==> config.mk <==
export PLATFORM = sky130hd
export DESIGN_NAME = bps_csr
export DESIGN_NICKNAME = d
export VERILOG_FILES = /design/src/rtl/bps_pkg.sv /design/src/rtl/bps_csr.sv
export SDC_FILE = /design/constraint.sdc
export NUM_CORES = 1
export LEC_CHECK = 0
export ABC_AREA = 1
export BUFFER_PORTS_ARGS = -buffer_cell sky130_fd_sc_hd__buf_2
export CELL_PAD_IN_SITES_DETAIL_PLACEMENT = 1
export CELL_PAD_IN_SITES_GLOBAL_PLACEMENT = 1
export CORE_ASPECT_RATIO = 1.5
export CORE_MARGIN = 5
export CORE_UTILIZATION = 38
export DETAILED_ROUTE_END_ITERATION = 6
export GPL_TIMING_DRIVEN = 0
export PLACE_DENSITY = 0.95
export SETUP_SLACK_MARGIN = 0.2
export SYNTH_ARGS = -nofsm -noshare
export SYNTH_HDL_FRONTEND = slang
export SYNTH_SLANG_ARGS = --single-unit
==> constraint.sdc <==
create_clock -name clock -period 2.8 [get_ports clock]
set_clock_uncertainty 0.15 [all_clocks]
set_input_delay 0.28 -clock clock [delete_from_list [all_inputs] [get_ports clock]]
set_output_delay 0.28 -clock clock [all_outputs]
set_load 0.02 [all_outputs]
==> src/rtl/bps_pkg.sv <==
// ----------------------------------------------------------------------------
// bps_pkg
// Shared constants for the box point sampler: default widths, register
// indexes, face codes and queue sizing.
// ----------------------------------------------------------------------------
package bps_pkg;

   localparam int COORD_WIDTH_DEFAULT = 32;
   localparam int FRAC_BITS_DEFAULT   = 16;
   localparam int RAND_WIDTH_DEFAULT  = 16;

   localparam int QUEUE_DEPTH = 4;

   localparam int REG_INDEX_WIDTH = 3;
   localparam logic [REG_INDEX_WIDTH-1:0] REG_MIN_X        = 3'd0;
   localparam logic [REG_INDEX_WIDTH-1:0] REG_MIN_Y        = 3'd1;
   localparam logic [REG_INDEX_WIDTH-1:0] REG_MIN_Z        = 3'd2;
   localparam logic [REG_INDEX_WIDTH-1:0] REG_MAX_X        = 3'd3;
   localparam logic [REG_INDEX_WIDTH-1:0] REG_MAX_Y        = 3'd4;
   localparam logic [REG_INDEX_WIDTH-1:0] REG_MAX_Z        = 3'd5;
   localparam logic [REG_INDEX_WIDTH-1:0] REG_SURFACE_MODE = 3'd6;

   localparam int FACE_WIDTH = 3;
   localparam logic [FACE_WIDTH-1:0] FACE_MIN_Z  = 3'd0;
   localparam logic [FACE_WIDTH-1:0] FACE_MAX_Z  = 3'd1;
   localparam logic [FACE_WIDTH-1:0] FACE_MIN_Y  = 3'd2;
   localparam logic [FACE_WIDTH-1:0] FACE_MAX_Y  = 3'd3;
   localparam logic [FACE_WIDTH-1:0] FACE_MIN_X  = 3'd4;
   localparam logic [FACE_WIDTH-1:0] FACE_MAX_X  = 3'd5;
   localparam logic [FACE_WIDTH-1:0] FACE_VOLUME = 3'd6;

endpackage

==> src/rtl/bps_csr.sv <==
// ----------------------------------------------------------------------------
// bps_csr
// Configuration registers: box corners and sampling mode, written and read
// over the register port.
// ----------------------------------------------------------------------------
module bps_csr #(
   parameter int COORD_WIDTH = bps_pkg::COORD_WIDTH_DEFAULT,
   parameter int FRAC_BITS   = bps_pkg::FRAC_BITS_DEFAULT,
   parameter int DATA_WIDTH  = 32,
   parameter int ADDR_WIDTH  = 5
) (
   input  logic                   clock,
   input  logic                   reset,
   input  logic                   csr_psel,
   input  logic                   csr_penable,
   input  logic                   csr_pwrite,
   input  logic [ADDR_WIDTH-1:0]  csr_paddr,
   input  logic [DATA_WIDTH-1:0]  csr_pwdata,
   output logic [DATA_WIDTH-1:0]  csr_prdata,
   output logic                   csr_pready,
   output logic [COORD_WIDTH-1:0] min_x,
   output logic [COORD_WIDTH-1:0] min_y,
   output logic [COORD_WIDTH-1:0] min_z,
   output logic [COORD_WIDTH-1:0] max_x,
   output logic [COORD_WIDTH-1:0] max_y,
   output logic [COORD_WIDTH-1:0] max_z,
   output logic                   surface_mode
);

   localparam logic [COORD_WIDTH-1:0] ONE = COORD_WIDTH'(1) << FRAC_BITS;

   logic [COORD_WIDTH-1:0] min_x_ff, min_y_ff, min_z_ff;
   logic [COORD_WIDTH-1:0] max_x_ff, max_y_ff, max_z_ff;
   logic                   surface_mode_ff;
   logic [COORD_WIDTH-1:0] wdata;
   logic [bps_pkg::REG_INDEX_WIDTH-1:0] index;
   logic                   write_en;

   assign csr_pready = 1'b1;
   assign write_en   = csr_psel && csr_penable && csr_pwrite && csr_pready;
   assign index      = csr_paddr[ADDR_WIDTH-1 -: bps_pkg::REG_INDEX_WIDTH];
   assign wdata      = csr_pwdata[COORD_WIDTH-1:0];

   always_ff @(posedge clock) begin
      if (reset) begin
         min_x_ff        <= '0;
         min_y_ff        <= '0;
         min_z_ff        <= '0;
         max_x_ff        <= ONE;
         max_y_ff        <= ONE;
         max_z_ff        <= ONE;
         surface_mode_ff <= 1'b0;
      end else if (write_en) begin
         case (index)
            bps_pkg::REG_MIN_X:        min_x_ff        <= wdata;
            bps_pkg::REG_MIN_Y:        min_y_ff        <= wdata;
            bps_pkg::REG_MIN_Z:        min_z_ff        <= wdata;
            bps_pkg::REG_MAX_X:        max_x_ff        <= wdata;
            bps_pkg::REG_MAX_Y:        max_y_ff        <= wdata;
            bps_pkg::REG_MAX_Z:        max_z_ff        <= wdata;
            bps_pkg::REG_SURFACE_MODE: surface_mode_ff <= csr_pwdata[0];
            default: ;
         endcase
      end
   end

   always_comb begin
      case (index)
         bps_pkg::REG_MIN_X:        csr_prdata = DATA_WIDTH'(min_x_ff);
         bps_pkg::REG_MIN_Y:        csr_prdata = DATA_WIDTH'(min_y_ff);
         bps_pkg::REG_MIN_Z:        csr_prdata = DATA_WIDTH'(min_z_ff);
         bps_pkg::REG_MAX_X:        csr_prdata = DATA_WIDTH'(max_x_ff);
         bps_pkg::REG_MAX_Y:        csr_prdata = DATA_WIDTH'(max_y_ff);
         bps_pkg::REG_MAX_Z:        csr_prdata = DATA_WIDTH'(max_z_ff);
         bps_pkg::REG_SURFACE_MODE: csr_prdata = DATA_WIDTH'(surface_mode_ff);
         default:                   csr_prdata = '0;
      endcase
   end

   assign min_x        = min_x_ff;
   assign min_y        = min_y_ff;
   assign min_z        = min_z_ff;
   assign max_x        = max_x_ff;
   assign max_y        = max_y_ff;
   assign max_z        = max_z_ff;
   assign surface_mode = surface_mode_ff;

endmodule

* Word-level counts from Yosys, hierarchy flattened
Cells that the tools add are included.
** Storage, ports and cells
- Input bits :: 42
- Bits in registers :: 193
- Logic and storage cells :: 24
** Operators by class
- Muxes and demuxes :: 1
- Equality and inequality tests :: 6
- Reduce and logical (&&, ||, !) cells :: 10
** Operators with widths (number)
- $pmux W32 S7 :: 1
- $reduce_and A2 Y1 :: 7
- $eq A3 B3 Y1 const B :: 3
- $eq A3 B2 Y1 const B :: 2
- $eq A3 B1 Y1 const B :: 1
- $logic_not A3 Y1 :: 1
- $logic_and A1 B1 Y1 :: 2

* Logic depth before layout (Yosys ltp)
Gate-level depths: netlist (run 1).
- Depth after elaboration :: 3
- Mapped depth :: 8

* Worst setup path before layout (run 1)
No wires, ideal clock.
- Path type :: input port to output port
- Start point :: input csr_paddr[4]
- End point :: output csr_prdata[29]
- Buffers on the path :: 3
- Required time :: 2370 ps
- Arrival :: 1216 ps
- Stages on the path :: 8
- Setup slack :: 1154 ps
- Cells stage by stage :: buf_4 -> inv_2 -> buf_2 -> buf_2 -> nand4_1 -> nand2_1 -> nor2_1 -> nand2_1
** Between the ends
- Word-level cells in the longest chain between the ends :: 2
** RTL lines
- start, declared :: line bps_csr.sv:17 : input logic [ADDR_WIDTH-1:0] csr_paddr,
- $eq A3 B3 Y1, or another cell as far along :: line bps_csr.sv:68 : case (index)
- $pmux W32 S7 (*) :: line bps_csr.sv:68
- end, declared :: line bps_csr.sv:19 : output logic [DATA_WIDTH-1:0] csr_prdata,
Mark *: on every way between the ends. The rest lies on a longest branch, timed or not.

* Worst setup path in the final report (run 1)
- Start point :: input csr_paddr[3]
- End point :: output csr_prdata[3]
Same word-level chain as after synthesis.

==> results of run 1 <==
==> cells in the final DEF (no fill, tap or decap) <==
cell type	count
nand3_1	199
buf_1	17
nand2_2	1
clkbuf_2	1
inv_2	4
nor2_1	421
buf_2	310
clkinv_2	3
clkinv_4	1
clkinvlp_4	6
o21ai_0	3
nor2_2	5
nand2_1	460
clkbuf_8	1
buf_4	21
conb_1	1
clkbuf_1	27
inv_1	66
clkbuf_16	17
dfxtp_1	193
inv_6	2
dlygate4sd3_1	1
nand4_1	55
nor2_4	4
==> critical path, cell delays in order <==
cell      delay (ns)
buf_2           0.13
buf_4           0.18
clkbuf_1        0.73
nand4_1         0.21
nand2_1         0.14
nor2_1          0.11
nand2_1         0.10
buf_2           0.17
==> sequential cells by signal, summed over array words and instances, names as in the netlist <==
signal / flops
surface_mode: 1
min_y: 32
max_x: 32
min_z: 32
max_y: 32
max_z: 32
min_x: 32
==> per-layer routing <==
metal / up-vias / GRT usage [%] / wire length, um / share of wire [%]
li1: 5313 / - / - / -
met1: 5744 / 35.78 / 16880 / 33
met2: 815 / 56.42 / 23510 / 46
met3: 324 / 8.930 / 4890 / 9.6
met4: 2 / 32.83 / 5643 / 11
met5: - / 0 / 13 / 0.026
==> stage by stage <==
step	worst slack, ns	cells
final	0.3069	2143
after global routing	0.2734	2143
after CTS	0.2650	2143
after detailed placement	0.2918	2111
after global placement	0.3024	2111
after floorplan	1.154	1524
==> cells by family after synthesis <==
kind of cell | count (synthesis) | synth area share [%]
AND/OR/NAND/NOR | 1145 | 50.14
flip-flops | 193 | 40.96
buffers and inverters | 182 | 8.701
AO/OA/AOI/OAI | 3 | 0.1591
other | 1 | 0.03975
==> synth_stat cells <==
master	count	area, um^2
nand2_2	1	6.260
nor2_1	421	1580
buf_1	17	63.81
inv_1	66	247.7
nand2_1	460	1727
buf_2	47	235.2
buf_4	21	157.7
nor2_2	5	31.28
dfxtp_1	193	3864
o21ai_0	3	15.01
inv_2	4	15.01
nand3_1	199	996.0
conb_1	1	3.750
nand4_1	55	344.1
nor2_4	4	45.04
clkbuf_1	27	101.4
==> power groups by stage <==
stage / clock network (mW) / registers [mW] / logic [mW]
after global placement: 0 / 2.87 / 0.659
after detailed placement: 0 / 2.87 / 0.679
final: 2.36 / 2.81 / 0.714
after CTS: 2.33 / 2.81 / 0.690
after global routing: 2.44 / 2.81 / 0.743
after floorplan: 0 / 2.91 / 0.337
==> layout make-up <==
class / instances / area (um^2) / share of cell area, %
tap: 324 / 405.4 / 3.466
inverter: 70 / 262.8 / 2.247
timing repair buffer: 264 / 1326 / 11.34
buffer: 112 / 559.3 / 4.782
multi-input combinational: 1149 / 4748 / 40.60
sequential: 193 / 3864 / 33.04
clock buffer: 19 / 442.9 / 3.787
clock inverter: 12 / 86.33 / 0.7382
==> path summary, 6_finish.rpt <==
path | start | endpoint | slack (ns) | depth (start not counted)
worst max-delay path | csr_paddr[3] | csr_prdata[3] | 0.31 | 8
worst min-delay path | csr_pwdata[25] | max_x[25]$_SDFFE_PP0P_ | 0.07 | 5
worst max register to register | max_y[16]$_SDFFE_PP1P_ | max_y[16]$_SDFFE_PP1P_ | 1.89 | 2
worst min register to register | max_z[7]$_SDFFE_PP0P_ | max_z[7]$_SDFFE_PP0P_ | 0.35 | 2
==> what timing repair did <==
| action | CTS | global route |
|---|---|---|
| hold endpoints to repair | 3 | 0 |
| endpoints found under the setup margin | 0 | 1 |
| gates resized for setup | 0 | 2 |
| hold buffers | 1 | 0 |
==> run_results.csv, run 1 <==
group,metric,value,unit
drt,post_drt_wl_per_cell,23.77,um
drt,drc_errors,0,
placed_design,port_buffers,263,
power,power_frac_seq,47.8,%
yosys,synth_nets,1566,
clock_network,root_buffer,"clkbuf_16",
yosys,synth_cell_types,16,
clock_network,clk-insertion-delay-late,0.45,ns
placed_design,gp_congestion,0.9709,
final_layout,fin_nets,1849,
critical_path,worstSetupPathType,"in2out",
grt,grt_max_degree,17,
critical_path,path_max_fanout,10,
die,rows,70,
grt,grt_pass1_vias,12520,
sta,slew_viol_final,0,
run_status,status,"complete, no violations",
power,clkPwrFrac,40.1,%
drt,vias,12200,
clock_network,post_cts.repair.setup_buffers,0,
clock_network,clk_pin_slew,0.08,ns
drt,vias_per_cell,5.692,
grt,overflow,0,
die,io_pins,268,
clock_network,cts_buffers,17,
grt,grt_pass1_wl,74280,um
die,die_w,138.6,um
final_layout,layout-drive-gt1-share,20.67,%
sta,setup_viol,0,
critical_path,end_kind,"primary output",
drt,drt_pass1_iterations,5,
sta,tns,0,ns
yosys,synth_seq_cells,193,
yosys,synth_warnings,0,
yosys,syn_area_per_cell,6.189,um^2
hold_path,min_path_type,"in2reg",
sta,hold_violations,0,
sta,fin_crit_sh,89.04,%
drt,drt-initial-drc-count,1162,
clock_network,cts.sinks,193,
placed_design,dp.final_hpwl,37110,um
final_layout,num_antenna_cells,0,
final_layout,fin_util,47.86,%
clock_network,htree_levels,4,
yosys,ys_seq_area_share,40.96,%
power,p_int,4.098,mW
die,dieArea,28140,um^2
final_layout,final_area,11700,um^2
drt,ant_nets,0,
yosys,netlist_area,9433,um^2
power,ir_drop,467.7,uV
die,initial_core_util,38.60,%
drt,wirelength,50930,um
yosys,synthCells,1524,
critical_path,arrival,2.06,ns
power,p_sw_share,30.31,%
power,switchingPower,1.782,mW
sta,rsz0062_at_grt,"no",
run,drv_cap,0,
sta,worst_pin_slew,0.9670,ns
clock_network,clk_path_buf_depth,2,
grt,antenna_found_initial,1,
die,coreArea,24440,um^2
sta,period_needed,2.493,ns
power,combPwrFrac,12.1,%
sta,holdWs,0.07386,ns
power,p_leak,6.094,nW
grt,grt_use_total,34.57,%
die,die_h,203.0,um
clock_network,cts_tree,"yes",
sta,slew_headroom,35.53,%
final_layout,synthToLayoutAreaGrowth,23.98,%
power,power.density,502.8,nW/um^2
placed_design,place_area,11150,um^2
power,power,5.881,mW
critical_path,crit_required,2.37,ns
final_layout,num-fill-cells,3438,
sta,fmax,401.1,MHz
critical_path,start_kind,"input port",
Note: power is estimated with default switching activity, not from simulation.
==> run 2, diff against run 1 <==
--- a/config.mk
+++ b/config.mk
@@ -11,10 +11,10 @@
 export CELL_PAD_IN_SITES_GLOBAL_PLACEMENT = 1
 export CORE_ASPECT_RATIO = 1.5
 export CORE_MARGIN = 5
-export CORE_UTILIZATION = 38
+export CORE_UTILIZATION = 36
 export DETAILED_ROUTE_END_ITERATION = 6
 export GPL_TIMING_DRIVEN = 0
-export PLACE_DENSITY = 0.95
+export PLACE_DENSITY = 0.92
 export SETUP_SLACK_MARGIN = 0.2
 export SYNTH_ARGS = -nofsm -noshare
 export SYNTH_HDL_FRONTEND = slang
==> constraint.sdc (replaced) <==
create_clock -name clock -period 2.3 [get_ports clock]
set_clock_uncertainty 0.15 [all_clocks]
set_input_delay 0.23 -clock clock [delete_from_list [all_inputs] [get_ports clock]]
set_output_delay 0.23 -clock clock [all_outputs]
set_load 0.02 [all_outputs]
==> run 2 against run 1 <==
  * The flow now finishes with violations (design-rule violations)
  * Critical path depth is 1 higher
  * Power is 25% higher
  * Global-route usage is 1.3 points lower
  * Final area is 1.7% higher
  * Critical endpoint is now csr_prdata[0]
==> run_results.csv, run 2 (synthesized netlist as in run 1, its figures left out) <==
group,metric,value,unit
clock_network,clk-insertion-delay-late,0.46,ns
die,dieArea,29610,um^2
run_status,violations,"design-rule violations",
placed_design,port_buffers,263,
hold_path,min_path_cells,5,
run,drv_cap,0,
clock_network,cts_buffers,17,
sta,fin_crit_sh,90.96,%
power,p_int,5.218,mW
drt,post_drt_wl_per_cell,23.46,um
sta,fmax,478.0,MHz
drt,drt_pass1_iterations,7,
critical_path,path_max_fanout,10,
clock_network,cts_tree,"yes",
power,combPwrFrac,11.9,%
sta,hold_violations,0,
hold_path,hp-start,"csr_pwdata[23]",
grt,overflow,0,
grt,grt_pass1_vias,12480,
final_layout,synthToLayoutAreaGrowth,26.14,%
die,coreArea,25850,um^2
clock_network,htree_levels,4,
critical_path,cp-startpoint,"csr_paddr[4]",
drt,vias,12020,
die,io_pins,268,
sta,period_needed,2.092,ns
power,clkPwrFrac,41.6,%
sta,rsz0062_at_grt,"yes",
power,p_sw_share,29.20,%
power,switchingPower,2.152,mW
grt,grt_use_total,33.23,%
critical_path,r2r_start,"max_y[31]$_SDFFE_PP0P_",
grt,grt_pass1_wl,74000,um
clock_network,cts.sinks,193,
grt,antenna_found_initial,1,
critical_path,start_kind,"input port",
final_layout,layout-drive-gt1-share,21.69,%
die,die_h,208.3,um
sta,slew_viol_final,0,
critical_path,arrival,1.71,ns
drt,drt-initial-drc-count,992,
die,die_w,142.2,um
power,power,7.370,mW
drt,ant_nets,0,
critical_path,crit_required,1.92,ns
run_status,status,"finished with violations",
clock_network,clk_pin_slew,0.07,ns
die,initial_core_util,36.48,%
die,rows,72,
power,power.density,619.4,nW/um^2
drt,wirelength,50670,um
power,p_leak,6.211,nW
critical_path,end_kind,"primary output",
placed_design,gp_congestion,0.9871,
sta,worst_pin_slew,0.8512,ns
power,ir_drop,583.5,uV
power,power_frac_seq,46.4,%
placed_design,dp.final_hpwl,37150,um
clock_network,clk_path_buf_depth,2,
final_layout,final_common_cell,"nand2_1",
critical_path,worstSetupPathType,"in2out",
drt,vias_per_cell,5.565,
sta,setup_viol,0,
sta,slew_headroom,43.25,%
final_layout,final_cell_mix,"460 x nand2_1, 419 x nor2_1, 302 x buf_2",
hold_path,min_path_type,"in2reg",
drt,drc_errors,4,
grt,grt_max_degree,17,
critical_path,r2r_cells,2,
final_layout,fin_nets,1855,
sta,holdWs,0.04413,ns
clock_network,root_buffer,"clkbuf_16",
run 2: repair_timing:
action                                 in CTS  in global routing
endpoints found under the hold margin       3                  0
pin swaps                                   2                  1
hold buffers                                1                  0
buffers inserted                            6                  0
resized for setup                          13                 24
setup endpoints to repair                  30                 27
run 2: per-stage QoR:
stage,utilization [%],instance area [um^2],std cells,setup TNS (ns),worst slack [ns]
after global placement,43.19,11170,2120,0,0.03694
final,46.02,11900,2160,0,0.2080
after global routing,46.02,11900,2160,0,0.1580
after floorplan,-,9433,1524,0,0.7538
after detailed placement,43.19,11170,2120,-0.08797,-0.04164
after CTS,45.84,11850,2159,0,0.2123
run 2: cell type report:
type | instances | area (um^2)
fillers | 3582 | 13960
multi-input cells | 1149 | 4753
flip-flops and latches | 193 | 3864
repair buffers | 270 | 1396
plain buffers | 112 | 618.1
clock buffers | 22 | 484.2
well taps | 333 | 416.7
inverters | 70 | 262.8
clock inverters | 10 | 101.3
diodes | 1 | 2.502
run 2: path summary, 6_finish.rpt:
kind,end,slack [ns]
max,csr_prdata[0],0.21
min reg2reg,max_x[21]$_SDFFE_PP0P_,0.35
max reg2reg,max_y[31]$_SDFFE_PP0P_,1.43
min,max_x[23]$_SDFFE_PP0P_,0.04
run 2: worst max-delay path, cell delays in order:
cell and delay (ns):
buf_4 0.16, inv_2 0.10, buf_2 0.30, clkbuf_4 0.35, nand3_1 0.14, nand2_1 0.10, nor2_1 0.05, nand2_1 0.09
buf_2 0.17
run 2: power by group through the flow:
stage / Sequential, mW / Combinational, mW / Clock (mW)
after floorplan: 3.54 / 0.411 / 0
after global placement: 3.50 / 0.805 / 0
after detailed placement: 3.50 / 0.824 / 0
after CTS: 3.42 / 0.848 / 3.04
after global routing: 3.43 / 0.919 / 3.18
final: 3.42 / 0.880 / 3.07
run 2: metal layers:
| layer | track usage (%) | part of all wire (%) | vias up |
|---|---|---|---|
| met5 | 0 | 0 | - |
| met4 | 27.72 | 9.3 | 0 |
| met3 | 7.443 | 8.6 | 276 |
| met2 | 54.87 | 48 | 736 |
| met1 | 35.47 | 34 | 5679 |
| li1 | - | - | 5330 |
==> run 3, diff against run 2 <==
--- a/config.mk
+++ b/config.mk
@@ -12,6 +12,7 @@
 export CORE_ASPECT_RATIO = 1.5
 export CORE_MARGIN = 5
 export CORE_UTILIZATION = 36
+export CTS_BUF_LIST = sky130_fd_sc_hd__clkbuf_16
 export DETAILED_ROUTE_END_ITERATION = 6
 export GPL_TIMING_DRIVEN = 0
 export PLACE_DENSITY = 0.92
==> run 3 against run 2 <==
  * The flow now finishes without violations
  * Die area did not move
  * Sequential share of layout area rose by 0.13 points
  * Non-clock buffer count did not move
  * Global-route usage barely moved
  * Sequential cell count did not move
  * Final area fell by 0.41%
  * Hold slack got worse by 0.0018 ns
  * Sequential power barely moved
  * Clock-buffer cell count fell by 5
  * Critical path type unchanged
  * Critical endpoint is now csr_prdata[5]
==> run_results.csv, run 3 (synthesized netlist as in run 1, its figures left out) <==
group,metric,value,unit
run_status,status,"complete, no violations",
drt,routedLengthMet1,17150,um
critical_path,arrival,1.75,ns
sta,fmax,470.5,MHz
clock_network,cts_tree,"yes",
run,drv_cap,0,
hold_path,min_path_type,"in2reg",
critical_path,path_max_fanout,10,
die,dieArea,29610,um^2
power,ir_drop,591.1,uV
placed_design,port_buffers,263,
sta,worst_slack,0.1746,ns
critical_path,end_kind,"primary output",
drt,ant_nets,0,
sta,fin_crit_sh,92.41,%
clock_network,cts_buffers,17,
final_layout,fin_util,45.83,%
critical_path,r2r_slack,1.44,ns
final_layout,fin_nets,1855,
sta,holdWs,0.04236,ns
sta,period_needed,2.125,ns
critical_path,worstSetupPathType,"in2out",
critical_path,crit_required,1.92,ns
power,p_leak,6.188,nW
placed_design,numPlacedInstances,2120,
placed_design,post-place-ws,-0.04164,ns
drt,drt_pass1_iterations,5,
grt,overflow,0,
placed_design,gp_congestion,0.9871,
die,coreArea,25850,um^2
clock_network,cts.sinks,193,
hold_path,min_to,"max_x[25]$_SDFFE_PP0P_",
drt,route.met3.wl,4524,um
die,rows,72,
clock_network,clk_path_buf_depth,2,
critical_path,r2r_start,"max_x[30]$_SDFFE_PP0P_",
clock_network,root_buffer,"clkbuf_16",
critical_path,start_kind,"input port",
final_layout,synthToLayoutAreaGrowth,25.63,%
hold_path,hp-start,"csr_pwdata[25]",
die,io_pins,268,
sta,setup_viol,0,
sta,worst_pin_slew,0.8745,ns
drt,post_drt_wl_per_cell,23.36,um
die,initial_core_util,36.48,%
final_layout,layout-drive-gt1-share,21.36,%
grt,grt_max_degree,17,
grt,grt_pass1_vias,12400,
drt,vias_per_cell,5.574,
sta,hold_violations,0,
drt,drt-initial-drc-count,995,
final_layout,final_common_cell,"nand2_1",
critical_path,r2r_end,"max_x[30]$_SDFFE_PP0P_",
sta,slew_viol_final,0,
grt,grt_pass1_wl,73790,um
drt,vias,12050,
grt,antenna_found_initial,1,
clock_network,clk_pin_slew,0.07,ns
grt,grt_use_total,33.21,%
hold_path,min_path_cells,5,
clock_network,clk-insertion-delay-late,0.46,ns
die,die_w,142.2,um
critical_path,r2r_cells,2,
placed_design,dp.final_hpwl,37150,um
power,power.density,608.1,nW/um^2
final_layout,final_cell_mix,"460 x nand2_1, 420 x nor2_1, 305 x buf_2",
die,die_h,208.3,um
clock_network,htree_levels,4,
sta,rsz0062_at_grt,"yes",
final_layout,instances_no_fill,2161,
drt,highest_layer,"met4",
drt,wl_met2,23910,um
sta,tns,0,ns
sta,slew_headroom,41.70,%
drt,drc_errors,0,
drt,wirelength,50490,um
## run 3: how the worst max path moves through the flow
stage / start / cells past startpoint / end
after floorplan: csr_paddr[4] / 8 / csr_prdata[29]
after global placement: csr_paddr[2] / 9 / csr_prdata[0]
after detailed placement: csr_paddr[2] / 9 / csr_prdata[0]
after CTS: csr_paddr[3] / 8 / csr_prdata[8]
after global routing: csr_paddr[4] / 9 / csr_prdata[8]
final: csr_paddr[3] / 8 / csr_prdata[5]
## run 3: per-layer routing
metal	vias to the layer above	GRT usage (%)
met5	-	0
met4	0	28.01
met3	257	7.053
met2	742	54.52
met1	5714	35.85
li1	5332	-
## run 3: repair_timing
item | in CTS | in global routing
pin swaps | 2 | 0
setup endpoints to repair | 30 | 27
hold endpoints to repair | 3 | 0
setup buffers | 6 | 0
gates resized for setup | 12 | 22
hold buffers | 1 | 0
## run 3: metrics by stage
| step | cell area (um^2) | power [mW] |
|---|---|---|
| finish | 11850 | 7.207 |
| global route | 11850 | 7.380 |
| CTS | 11810 | 7.164 |
| detailed placement | 11170 | 4.323 |
| global placement | 11170 | 4.301 |
| floorplan | 9433 | 3.953 |
## run 3: final cells by class
| type | instances | area (um^2) |
|---|---|---|
| clock buffer | 17 | 425.4 |
| sequential | 193 | 3864 |
| clock inverter | 15 | 120.1 |
| antenna | 2 | 5.005 |
| inverter | 70 | 262.8 |
| tap | 333 | 416.7 |
| timing repair buffer | 270 | 1396 |
| fill | 3586 | 14000 |
| multi-input combinational | 1149 | 4751 |
| buffer | 112 | 609.3 |
## run 3: critical path, cell delays in order
cell and delay (ns):
buf_2 0.11, buf_4 0.17, buf_1 0.60, nand4_1 0.17
nand2_1 0.11, nor2_1 0.10, nand2_1 0.08, buf_2 0.16
## run 3: power breakdown
group          leakage, nW  switching (mW)  total [mW]  internal, mW
sequential            1.56          0.0403        3.42          3.38
clock                0.261            1.43        2.90          1.48
combinational         4.37           0.663       0.879         0.216
total                 6.19            2.13        7.21          5.08
